**src/utf8d_pkg.sv**
```systemverilog
`timescale 1ns / 1ps
`default_nettype none
// ----------------------------------------------------------------------------
// utf8d_pkg: shared types and constants of the utf-8 stream decoder
// Field widths, byte tags, sequence length codes and the work descriptor
// that the front end hands to the back end.
// ----------------------------------------------------------------------------
package utf8d_pkg;

   localparam int CP_W   = 21;
   localparam int BYTE_W = 8;

   // replacement character for malformed input
   localparam logic [CP_W-1:0] REPLACEMENT_CP = 21'h00FFFD;

   // top two bits of a continuation byte
   localparam logic [1:0] CONT_TAG = 2'b10;

   // lead byte tags
   localparam logic [2:0] LEAD2_TAG = 3'b110;
   localparam logic [3:0] LEAD3_TAG = 4'b1110;
   localparam logic [4:0] LEAD4_TAG = 5'b11110;

   // expected sequence length codes
   localparam logic [2:0] LEN_NONE  = 3'd0;
   localparam logic [2:0] LEN_TWO   = 3'd2;
   localparam logic [2:0] LEN_THREE = 3'd3;
   localparam logic [2:0] LEN_FOUR  = 3'd4;

   // results of one byte: pre_cnt replacements, an optional code point,
   // then post_cnt replacements for an end-of-text flush
   typedef struct packed {
      logic [1:0]      pre_cnt;
      logic            has_mid;
      logic [CP_W-1:0] mid_cp;
      logic [1:0]      post_cnt;
      logic            fin;
   } desc_type;

   // queue head as seen by the back end
   typedef struct packed {
      logic     not_empty;
      desc_type desc;
   } queue_head_type;

endpackage : utf8d_pkg
`default_nettype wire

```
**src/utf8d_ifs.sv**
```systemverilog
`timescale 1ns / 1ps
`default_nettype none
// ----------------------------------------------------------------------------
// utf8d_ifs: channel interfaces of the utf-8 stream decoder
// Byte request channel and code point response channel, valid/ready.
// ----------------------------------------------------------------------------
interface utf8d_req_if;
   import utf8d_pkg::*;

   logic              valid;
   logic              ready;
   logic [BYTE_W-1:0] text_byte;
   logic              final_byte;

   modport source (output valid, output text_byte, output final_byte, input ready);
   modport sink   (input valid, input text_byte, input final_byte, output ready);
endinterface : utf8d_req_if

interface utf8d_rsp_if;
   import utf8d_pkg::*;

   logic            valid;
   logic            ready;
   logic [CP_W-1:0] code_point;
   logic            run_end;
   logic            text_end;

   modport source (output valid, output code_point, output run_end, output text_end,
                   input ready);
   modport sink   (input valid, input code_point, input run_end, input text_end,
                   output ready);
endinterface : utf8d_rsp_if
`default_nettype wire

```
**src/utf8_stream_decoder.sv**
```systemverilog
// path: a byte's descriptor is registered in the queue, and each of its results then in the response register
// throughput: one byte per cycle in while the queue has room, one result per cycle out
// while the sink is ready; a byte with more than one result holds the result register for each
// of them in turn, the descriptor queue absorbs the difference until it fills
// reset: synchronous, clears the pending sequence, the queue and the output
`timescale 1ns / 1ps
`default_nettype none
// ----------------------------------------------------------------------------
// utf8_stream_decoder: streaming utf-8 to code point decoder
// Front end classifies bytes, a descriptor queue decouples it from the
// back end, which emits one code point per transaction.
// ----------------------------------------------------------------------------
module utf8_stream_decoder #(
   parameter int QUEUE_DEPTH = 4
) (
   input  wire logic   clock,
   input  wire logic   reset,
   utf8d_req_if.sink   req,
   utf8d_rsp_if.source rsp
);
   import utf8d_pkg::*;

   logic           push_valid;
   desc_type       push_desc;
   logic           push_ready;
   queue_head_type head;
   logic           pop;

   // byte intake
   utf8d_front u_front (
      .clock      (clock),
      .reset      (reset),
      .req        (req),
      .push_valid (push_valid),
      .push_desc  (push_desc),
      .push_ready (push_ready)
   );

   // descriptor queue
   utf8d_queue #(
      .DEPTH (QUEUE_DEPTH)
   ) u_queue (
      .clock      (clock),
      .reset      (reset),
      .push_valid (push_valid),
      .push_desc  (push_desc),
      .push_ready (push_ready),
      .head       (head),
      .pop        (pop)
   );

   // result expansion
   utf8d_back u_back (
      .clock (clock),
      .reset (reset),
      .head  (head),
      .pop   (pop),
      .rsp   (rsp)
   );

endmodule : utf8_stream_decoder
`default_nettype wire

```
**src/utf8d_front.sv**
```systemverilog
`timescale 1ns / 1ps
`default_nettype none
// ----------------------------------------------------------------------------
// utf8d_front: byte intake and classification
// Holds the pending sequence, classifies each byte and pushes a descriptor
// of the results it causes into the queue.
// ----------------------------------------------------------------------------
module utf8d_front (
   input  wire logic               clock,
   input  wire logic               reset,
   utf8d_req_if.sink               req,
   output      logic               push_valid,
   output      utf8d_pkg::desc_type push_desc,
   input  wire logic               push_ready
);
   import utf8d_pkg::*;

   logic [2:0]      exp_len_ff, exp_len_in;
   logic [1:0]      held_ff, held_in;
   logic [CP_W-1:0] accum_ff, accum_in;

   logic              accept;
   logic [BYTE_W-1:0] b;
   logic              consumed;
   logic [2:0]        held_inc;
   logic [CP_W-1:0]   accum_cat;
   logic [2:0]        total;
   desc_type          desc;

   assign req.ready = push_ready;
   assign accept    = req.valid && push_ready;
   assign b         = req.text_byte;

   // classify the byte against the pending sequence
   always_comb begin
      desc       = '0;
      exp_len_in = exp_len_ff;
      held_in    = held_ff;
      accum_in   = accum_ff;
      consumed   = (exp_len_ff != LEN_NONE) && (b[7:6] == CONT_TAG);
      held_inc   = {1'b0, held_ff} + 3'd1;
      accum_cat  = {accum_ff[CP_W-7:0], b[5:0]};

      if (consumed) begin
         if (held_inc >= exp_len_ff) begin
            desc.has_mid = 1'b1;
            desc.mid_cp  = accum_cat;
            exp_len_in   = LEN_NONE;
            held_in      = '0;
            accum_in     = '0;
         end else begin
            held_in  = held_inc[1:0];
            accum_in = accum_cat;
         end
      end else begin
         // interrupted sequence: one replacement per held byte
         if (exp_len_ff != LEN_NONE) begin
            desc.pre_cnt = held_ff;
         end
         exp_len_in = LEN_NONE;
         held_in    = '0;
         accum_in   = '0;
         if (!b[7]) begin
            desc.has_mid = 1'b1;
            desc.mid_cp  = CP_W'(b);
         end else if (b[7:5] == LEAD2_TAG) begin
            exp_len_in = LEN_TWO;
            held_in    = 2'd1;
            accum_in   = CP_W'(b[4:0]);
         end else if (b[7:4] == LEAD3_TAG) begin
            exp_len_in = LEN_THREE;
            held_in    = 2'd1;
            accum_in   = CP_W'(b[3:0]);
         end else if (b[7:3] == LEAD4_TAG) begin
            exp_len_in = LEN_FOUR;
            held_in    = 2'd1;
            accum_in   = CP_W'(b[2:0]);
         end else begin
            desc.has_mid = 1'b1;
            desc.mid_cp  = REPLACEMENT_CP;
         end
      end

      // end of text flushes whatever is still pending
      if (req.final_byte && (exp_len_in != LEN_NONE)) begin
         desc.post_cnt = held_in;
         exp_len_in    = LEN_NONE;
         held_in       = '0;
         accum_in      = '0;
      end
      desc.fin = req.final_byte;
   end

   assign total      = {1'b0, desc.pre_cnt} + {2'b00, desc.has_mid} + {1'b0, desc.post_cnt};
   assign push_valid = accept && (total != 3'd0);
   assign push_desc  = desc;

   // pending sequence state
   always_ff @(posedge clock) begin
      if (reset) begin
         exp_len_ff <= LEN_NONE;
         held_ff    <= '0;
         accum_ff   <= '0;
      end else if (accept) begin
         exp_len_ff <= exp_len_in;
         held_ff    <= held_in;
         accum_ff   <= accum_in;
      end
   end

endmodule : utf8d_front
`default_nettype wire

```
**src/utf8d_queue.sv**
```systemverilog
`timescale 1ns / 1ps
`default_nettype none
// ----------------------------------------------------------------------------
// utf8d_queue: descriptor queue between front and back end
// Small circular buffer so that intake and result delivery stall apart.
// ----------------------------------------------------------------------------
module utf8d_queue #(
   parameter int DEPTH = 4
) (
   input  wire logic                     clock,
   input  wire logic                     reset,
   input  wire logic                     push_valid,
   input  wire utf8d_pkg::desc_type      push_desc,
   output      logic                     push_ready,
   output      utf8d_pkg::queue_head_type head,
   input  wire logic                     pop
);
   import utf8d_pkg::*;

   localparam int PTR_W = $clog2(DEPTH);
   localparam int CNT_W = $clog2(DEPTH + 1);

   desc_type         mem_ff [DEPTH];
   logic [PTR_W-1:0] wr_ptr_ff, wr_ptr_in;
   logic [PTR_W-1:0] rd_ptr_ff, rd_ptr_in;
   logic [CNT_W-1:0] count_ff, count_in;
   logic             do_push;
   logic             do_pop;

   assign push_ready     = (count_ff != CNT_W'(DEPTH));
   assign do_push        = push_valid && push_ready;
   assign do_pop         = pop && (count_ff != '0);
   assign head.not_empty = (count_ff != '0);
   assign head.desc      = mem_ff[rd_ptr_ff];

   // pointer and fill bookkeeping
   always_comb begin
      wr_ptr_in = wr_ptr_ff;
      rd_ptr_in = rd_ptr_ff;
      count_in  = count_ff;
      if (do_push) begin
         wr_ptr_in = (wr_ptr_ff == PTR_W'(DEPTH - 1)) ? '0 : wr_ptr_ff + PTR_W'(1);
      end
      if (do_pop) begin
         rd_ptr_in = (rd_ptr_ff == PTR_W'(DEPTH - 1)) ? '0 : rd_ptr_ff + PTR_W'(1);
      end
      if (do_push && !do_pop) begin
         count_in = count_ff + CNT_W'(1);
      end else if (do_pop && !do_push) begin
         count_in = count_ff - CNT_W'(1);
      end
   end

   always_ff @(posedge clock) begin
      if (reset) begin
         wr_ptr_ff <= '0;
         rd_ptr_ff <= '0;
         count_ff  <= '0;
      end else begin
         wr_ptr_ff <= wr_ptr_in;
         rd_ptr_ff <= rd_ptr_in;
         count_ff  <= count_in;
      end
   end

   // descriptor storage
   always_ff @(posedge clock) begin
      if (do_push) begin
         mem_ff[wr_ptr_ff] <= push_desc;
      end
   end

endmodule : utf8d_queue
`default_nettype wire

```
**src/utf8d_back.sv**
```systemverilog
`timescale 1ns / 1ps
`default_nettype none
// ----------------------------------------------------------------------------
// utf8d_back: result expansion
// Walks each descriptor one result per cycle, while the sink is ready, into the response register.
// ----------------------------------------------------------------------------
module utf8d_back (
   input  wire logic                     clock,
   input  wire logic                     reset,
   input  wire utf8d_pkg::queue_head_type head,
   output      logic                     pop,
   utf8d_rsp_if.source                   rsp
);
   import utf8d_pkg::*;

   logic [1:0]      idx_ff, idx_in;
   logic            out_valid_ff, out_valid_in;
   logic [CP_W-1:0] out_cp_ff;
   logic            out_run_ff;
   logic            out_text_ff;

   logic            load;
   logic [2:0]      total;
   logic            last;
   logic [CP_W-1:0] cp;

   // position within the current descriptor
   assign total = {1'b0, head.desc.pre_cnt} + {2'b00, head.desc.has_mid}
                + {1'b0, head.desc.post_cnt};
   assign last  = ({1'b0, idx_ff} == (total - 3'd1));
   assign cp    = (head.desc.has_mid && (idx_ff == head.desc.pre_cnt)) ? head.desc.mid_cp
                                                                        : REPLACEMENT_CP;
   assign load  = head.not_empty && (!out_valid_ff || rsp.ready);
   assign pop   = load && last;

   always_comb begin
      idx_in       = idx_ff;
      out_valid_in = out_valid_ff;
      if (load) begin
         idx_in       = last ? 2'd0 : idx_ff + 2'd1;
         out_valid_in = 1'b1;
      end else if (rsp.ready) begin
         out_valid_in = 1'b0;
      end
   end

   // control state
   always_ff @(posedge clock) begin
      if (reset) begin
         idx_ff       <= '0;
         out_valid_ff <= 1'b0;
      end else begin
         idx_ff       <= idx_in;
         out_valid_ff <= out_valid_in;
      end
   end

   // response payload register
   always_ff @(posedge clock) begin
      if (load) begin
         out_cp_ff   <= cp;
         out_run_ff  <= last;
         out_text_ff <= last && head.desc.fin;
      end
   end

   assign rsp.valid      = out_valid_ff;
   assign rsp.code_point = out_cp_ff;
   assign rsp.run_end    = out_run_ff;
   assign rsp.text_end   = out_text_ff;

endmodule : utf8d_back
`default_nettype wire
```
**src/flat_wrapper.sv**
```systemverilog
// flat-port wrapper written by rule: the top's interface ports become plain ports
module utf8_stream_decoder_flat import utf8d_pkg::*;
#(
   parameter int QUEUE_DEPTH = 4
)
  (clock, reset, req_valid, req_text_byte, req_final_byte, req_ready, rsp_valid, rsp_code_point, rsp_run_end, rsp_text_end, rsp_ready);
  utf8d_req_if req_i ();
  utf8d_rsp_if rsp_i ();
  input  wire logic clock;
  input  wire logic reset;
  input wire logic [$bits(req_i.valid)-1:0] req_valid;
  input wire logic [$bits(req_i.text_byte)-1:0] req_text_byte;
  input wire logic [$bits(req_i.final_byte)-1:0] req_final_byte;
  output wire logic [$bits(req_i.ready)-1:0] req_ready;
  output wire logic [$bits(rsp_i.valid)-1:0] rsp_valid;
  output wire logic [$bits(rsp_i.code_point)-1:0] rsp_code_point;
  output wire logic [$bits(rsp_i.run_end)-1:0] rsp_run_end;
  output wire logic [$bits(rsp_i.text_end)-1:0] rsp_text_end;
  input wire logic [$bits(rsp_i.ready)-1:0] rsp_ready;
  assign req_i.valid = req_valid;
  assign req_i.text_byte = req_text_byte;
  assign req_i.final_byte = req_final_byte;
  assign req_ready = req_i.ready;
  assign rsp_valid = rsp_i.valid;
  assign rsp_code_point = rsp_i.code_point;
  assign rsp_run_end = rsp_i.run_end;
  assign rsp_text_end = rsp_i.text_end;
  assign rsp_i.ready = rsp_ready;
  utf8_stream_decoder #(.QUEUE_DEPTH(QUEUE_DEPTH)) u_core (.clock(clock), .reset(reset), .req(req_i), .rsp(rsp_i));
endmodule
```
**config.mk**
```make
export PLATFORM = sky130hd
export DESIGN_NAME = utf8_stream_decoder_flat
export DESIGN_NICKNAME = d
export VERILOG_FILES = /design/src/utf8d_pkg.sv /design/src/utf8d_ifs.sv /design/src/utf8_stream_decoder.sv /design/src/utf8d_front.sv /design/src/utf8d_queue.sv /design/src/utf8d_back.sv /design/src/flat_wrapper.sv
export SDC_FILE = /design/constraint.sdc
export NUM_CORES = 1
export LEC_CHECK = 0
export BUFFER_PORTS_ARGS = -buffer_cell sky130_fd_sc_hd__buf_2
export CAP_MARGIN = 0
export CORE_MARGIN = 1.5
export CORE_UTILIZATION = 45
export DETAILED_ROUTE_END_ITERATION = 10
export PLACE_DENSITY = 0.58
export SYNTH_ARGS = -nofsm -noshare
export SYNTH_HDL_FRONTEND = slang
export SYNTH_HIERARCHICAL = 1
export SYNTH_SLANG_ARGS = --single-unit
```
**constraint.sdc**
```tcl
create_clock -name clock -period 9.6 [get_ports clock]
set_input_delay 0.48 -clock clock [delete_from_list [all_inputs] [get_ports clock]]
set_output_delay 0.48 -clock clock [all_outputs]
set_load 0.01 [all_outputs]
```
---- Word level (Yosys, flattened, before mapping) ----
Memories as Yosys holds them, arrays and structs flattened. A register that Yosys moved wholly into a read port is not among the register bits.
Index checks and enable logic that the tools add are counted.
cells by class
  equality and inequality tests ........... 9
  add/sub/neg operators ................... 11
  order comparisons ....................... 1
  multiplexer cells ....................... 41
  reduce and logical (&&, ||, !) cells .... 22
operators by type and width
  kind                   number
  $mux W22               6
  $mux W15               3
  $mux W3                10
  $mux W2                11
  $logic_and A1 B1 Y1    12
  $reduce_bool A3 Y1     4
  $mux W5                2
  $mux W1                8
  $add A2 B1 Y2 const B  3
  $add A2 B1 Y3          2
  $add A3 B2 Y3          2
  $eq A2 B2 Y1 const B   3
  $sub A3 B1 Y3 const B  2
  $eq A5 B5 Y1 const B   1
  $eq A4 B4 Y1 const B   1
  $mux W4                1
  $reduce_bool A2 Y1     2
  $add A2 B1 Y3 const B  1
  $add A3 B1 Y3 const B  1
  $eq A2 B3 Y1           1
  $eq A3 B3 Y1 const B   1
  $ge A3 B3 Y1           1
  $logic_not A1 Y1       3
  $ne A3 B3 Y1 const B   1
  2 further kinds        2
word-level totals
  logic and storage cells ................. 96
  bits of input ports ..................... 13
  output and inout bits ................... 25
  RAM bits ................................ 108
  register bits ........................... 53
  memories kept ........................... 1
memories
  name                   depth  bits a word  read ports  clocked after memory_dff  wr ports  RTL line           text
  u_core.u_queue.mem_ff  4      27           1           1                         1         utf8d_queue.sv:23  desc_type mem_ff [DEPTH];

---- Logic depth before layout (Yosys ltp) ----
  depth after elaboration ................. 17
  gate-level depth with buffers ........... 19
  depth with buffers taken out ............ 17

---- Hierarchy ----
Netlist, hierarchy kept.
by module, submodules not included
  module       times used  cells each  area each (um2)
  utf8d_queue  1           189         4,369.2
  utf8d_front  1           166         1,313.8
  utf8d_back   1           86          1,123.6

---- Worst setup path after synthesis ----
OpenSTA, ideal clock, no wires.
  kind .................................... register to register
  from .................................... register u_core.u_front.held_ff[0]
  to ...................................... register u_core.u_queue.count_ff[2]
  data arrival time ....................... 4.149 ns
  library setup time ...................... 0.070 ns
  path slack .............................. 5.381 ns
  cell stages (with the launch flop) ...... 19
  cells stage by stage .................... dfxtp_1 -> ha_1 -> ha_1 -> a21o_1 -> a31oi_1 -> buf_2 -> a31oi_1 -> nor2b_1 -> fa_1 -> inv_1 -> fa_1 -> a31oi_1 -> and2_4 -> ha_1 -> inv_1 -> fa_1 -> xor2_1 -> or3_2 -> a21oi_1
RTL lines
  what                    RTL line            text
  from (decl)             utf8d_front.sv:19   logic [1:0] held_ff, held_in;
  from (signal assigned)  utf8d_front.sv:106  held_ff <= held_in;
  to (signal assigned)    utf8d_queue.sv:62   count_ff <= count_in;
  to (decl)               utf8d_queue.sv:26   logic [CNT_W-1:0] count_ff, count_in;

==> results.ini <==
[run_status]
outcome = completed

[floorplan]
ios = 38
initial_core_util = 0.4648
design.core.area_um2 = 14640
row_count = 44
die_area_um2 = 15870
fp.dieW_um = 126.0
die_h_um = 126.0

[global_route]
gr-total-overflow = 0
grt_pass1_wl_um = 20130
busiest_layer = met2
grt_max_degree = 36
grt_use_met3 = 0.03653
grt_use_met2 = 0.2728
grt.total_usage = 0.1691
antenna_found_initial = 0
grt_pass1_vias = 3683
grtUsageMet1 = 0.2254

[cts]
cts_buffers = 17
clk_pin_slew_worst_paths_ps = 60
cts_setup_buffers = 0
cts_sinks = 163
insertion_delay_ps = 420
clockBufferDepth = 2
post_cts_resized = 0
cts-root-buf = clkbuf_16
cts_tree = done
cts_max_level = 4
ctsHoldBuffers = 0

[timing]
setup-violations-final = 0
relSlewSlack = 0.2729
max_freq_mhz = 206.8
worstMarginPinSlew_ps = 1089
clock_skew_ps = 4.738
post-route-period-util = 0.5037
hold_viol_final = 0
finalSetupTns_ps = 0
drv_slew = 0
period_minus_slack_ps = 4835
rsz0062_at_grt = no

[logic_synthesis]
syn-cell-area_um2 = 6807
ys_types = 52
ys_warn_count = 6
synthFlopType = edfxtp_1
ys_seq_elements = 163
ys_seq_area_frac = 0.6721
synth-edff-count = 131
synth_top_area_share = 0.5779
syn_nets = 471
avgSynthCellArea_um2 = 15.43
async_flop_share = 0
ys_top_cells_by_area = edfxtp_1 58%, dfxtp_1 9.4%, mux4_2 8.9%
synthCells = 441
yosysTopAreaCell = edfxtp_1

[pwr]
seq_power_share = 0.454
p_int_mw = 1.551
max-vdd-ir-drop_mv = 0.1296
p_sw_frac = 0.2560
share_comb_of_total_power = 0.193
leakage_nw = 2.684
p_sw_uw = 533.9
pwr-share-clk = 0.353
powerDensity_nw_per_um2 = 269.2
fin_total_pwr_mw = 2.085

[critical_path]
reg2reg_from = u_core/u_front/held_ff[0]
crit_chain = ha_1 > ha_1 > a21o_1 > a31oi_1 > buf_4 > a31oi_1 > nor2b_1 > fa_1 > inv_1 > fa_1 > a31oi_1 > and2_4 > ha_1 > inv_1 > fa_1 > xor2_1 > or3_2 > a21oi_1
startpoint = u_core/u_front/held_ff[0]
cp_top_family = adder cells
crit_type = flop to flop
crit_path_max_incr_delay_ps = 440
cp.depth = 18
critPathMaxFanout = 16
cp-start-kind = flop
arrival_ps = 5180
ff2ff_path_depth = 18
critical_path.slowest_cell = fa_1
cp_num_buf_inv = 3
endpoint_kind = flop
crit_required_ps = 9950

[placement]
io_buffers = 37
gp_congestion = 0.7729
dp_hpwl_um = 7230

[drt]
avgRoutedWirePerCell_um = 18.39
postRouteAntennaNets = 0
drc_errors = 0
first_iter_violations = 343
finalWirelength_um = 12340
drtPass1Iterations = 7
viasPerCell = 5.471
vias = 3671

[min_path]
worstHoldStart = rsp_ready
hold_path_depth = 3
hold_path.class = primary input to flop

[final_layout]
fin_nets = 504
utilization = 0.5291
layout-drive-gt1-share = 0.2628
fillCellCount = 1229
diodes = 0
syn2layout_area_growth_pct = 13.82

[flow_run]
cap_violations = 0

## power by group through the flow
stage / sequential (mW) / combinational, mW / clock [mW]
floorplan: 0.961 / 0.289 / 0
global placement: 0.960 / 0.403 / 0
detailed placement: 0.964 / 0.409 / 0
CTS: 0.949 / 0.414 / 0.752
global route: 0.960 / 0.447 / 0.782
finish: 0.946 / 0.402 / 0.737
## flip-flops by register name, indices dropped and copies added (netlist names), named ones only
signal and count:
u_core/u_back/rsp.code_point 21, u_core/u_back/rsp.run_end 1, u_core/u_queue/mem_ff 108, u_core/u_back/idx_ff 2, u_core/u_queue/wr_ptr_ff 2, u_core/u_front/accum_ff 15, u_core/u_front/held_ff 2, u_core/u_queue/count_ff 3
u_core/u_queue/rd_ptr_ff 2, u_core/u_back/rsp.text_end 1, u_core/u_back/rsp.valid 1, u_core/u_front/exp_len_ff 3
## logic make-up (layout without fill, tap and decap cells)
logic type,after synthesis,in the layout,share of synthesized area
flip-flops,163,163,0.6721
buffers and inverters,49,95,0.03272
AO/OA/AOI/OAI,58,58,0.05607
XOR/XNOR,7,7,0.009008
adder cells (fa/ha/maj),17,17,0.03566
AND/OR/NAND/NOR,116,116,0.09926
multiplexers,31,31,0.09522
## routing by layer
layer | vias up | wire (µm)
met1 | 1847 | 5587
li1 | 1729 | -
met3 | 12 | 416
met2 | 83 | 6174
met5 | - | 0
met4 | 0 | 162
## synth_stat cells (4+ instances only)
library cell  instances
nand2b_1              5
mux4_2               27
and3_2                4
nor2_1               16
or2_2                15
a31oi_1               4
mux2i_1               4
inv_1                25
clkbuf_1             10
dfxtp_1              32
buf_2                 6
nand3_1               7
buf_4                 4
nand4_1              14
o21ai_0               7
and2_1                5
o21a_1                6
a21oi_1              21
xnor2_1               4
fa_1                  4
a21o_1               11
nand2_1              22
edfxtp_1            131
ha_1                 13
## placed cells by master, fill, tap and decap left out, types with 11 or more instances in the layout
cell type    n
a21o_1      11
a21oi_1     21
buf_2       37
clkbuf_16   17
dfxtp_1     30
edfxtp_1   131
ha_1        13
inv_1       25
mux4_2      27
nand2_1     22
nand4_1     14
nor2_1      16
or2_2       15
## worst reg2reg max path, cell delays in order (launching register included)
cell     delay [ps]
dfxtp_1         410
ha_1            300
ha_1            200
a21o_1          150
a31oi_1         320
buf_4           290
a31oi_1         110
nor2b_1         310
fa_1            230
inv_1            50
fa_1            440
a31oi_1         360
and2_4          250
ha_1            180
inv_1            60
fa_1            380
xor2_1          180
or3_2           410
a21oi_1         140
## path summary, 6_finish.rpt
check	to	slack (ps)
worst max-delay path	u_core/u_queue/count_ff[2]	4760
worst min-delay path	u_core/u_back/rsp.valid	350
worst max register to register	u_core/u_queue/count_ff[2]	4760
worst min register to register	u_core/u_front/accum_ff[14]	450
## metrics by stage
stage / cell area, µm² / worst slack, ps / hold slack [ps] / cells
6_report: 7747 / 4765 / 352.6 / 671
5_1_grt: 7747 / 4345 / 357.5 / 671
4_1_cts: 7747 / 4767 / 335.4 / 671
3_5_place_dp: 7103 / 4794 / 443.4 / 639
3_3_place_gp: 7103 / 4925 / 443.2 / 639
2_1_floorplan: 6807 / 5381 / 427.3 / 441
## layout make-up
cell class                      count  area, µm²  area share
Multi-Input combinational cell    229       2009      0.2594
Inverter                           25      93.84     0.01211
Tap cell                          184      230.2     0.02972
Clock inverter                     14      215.2     0.02778
Clock buffer                       18      429.2     0.05539
Sequential cell                   163       4577      0.5908
Timing Repair Buffer               38      192.7     0.02487
Note: power is estimated with default switching activity, not from simulation.
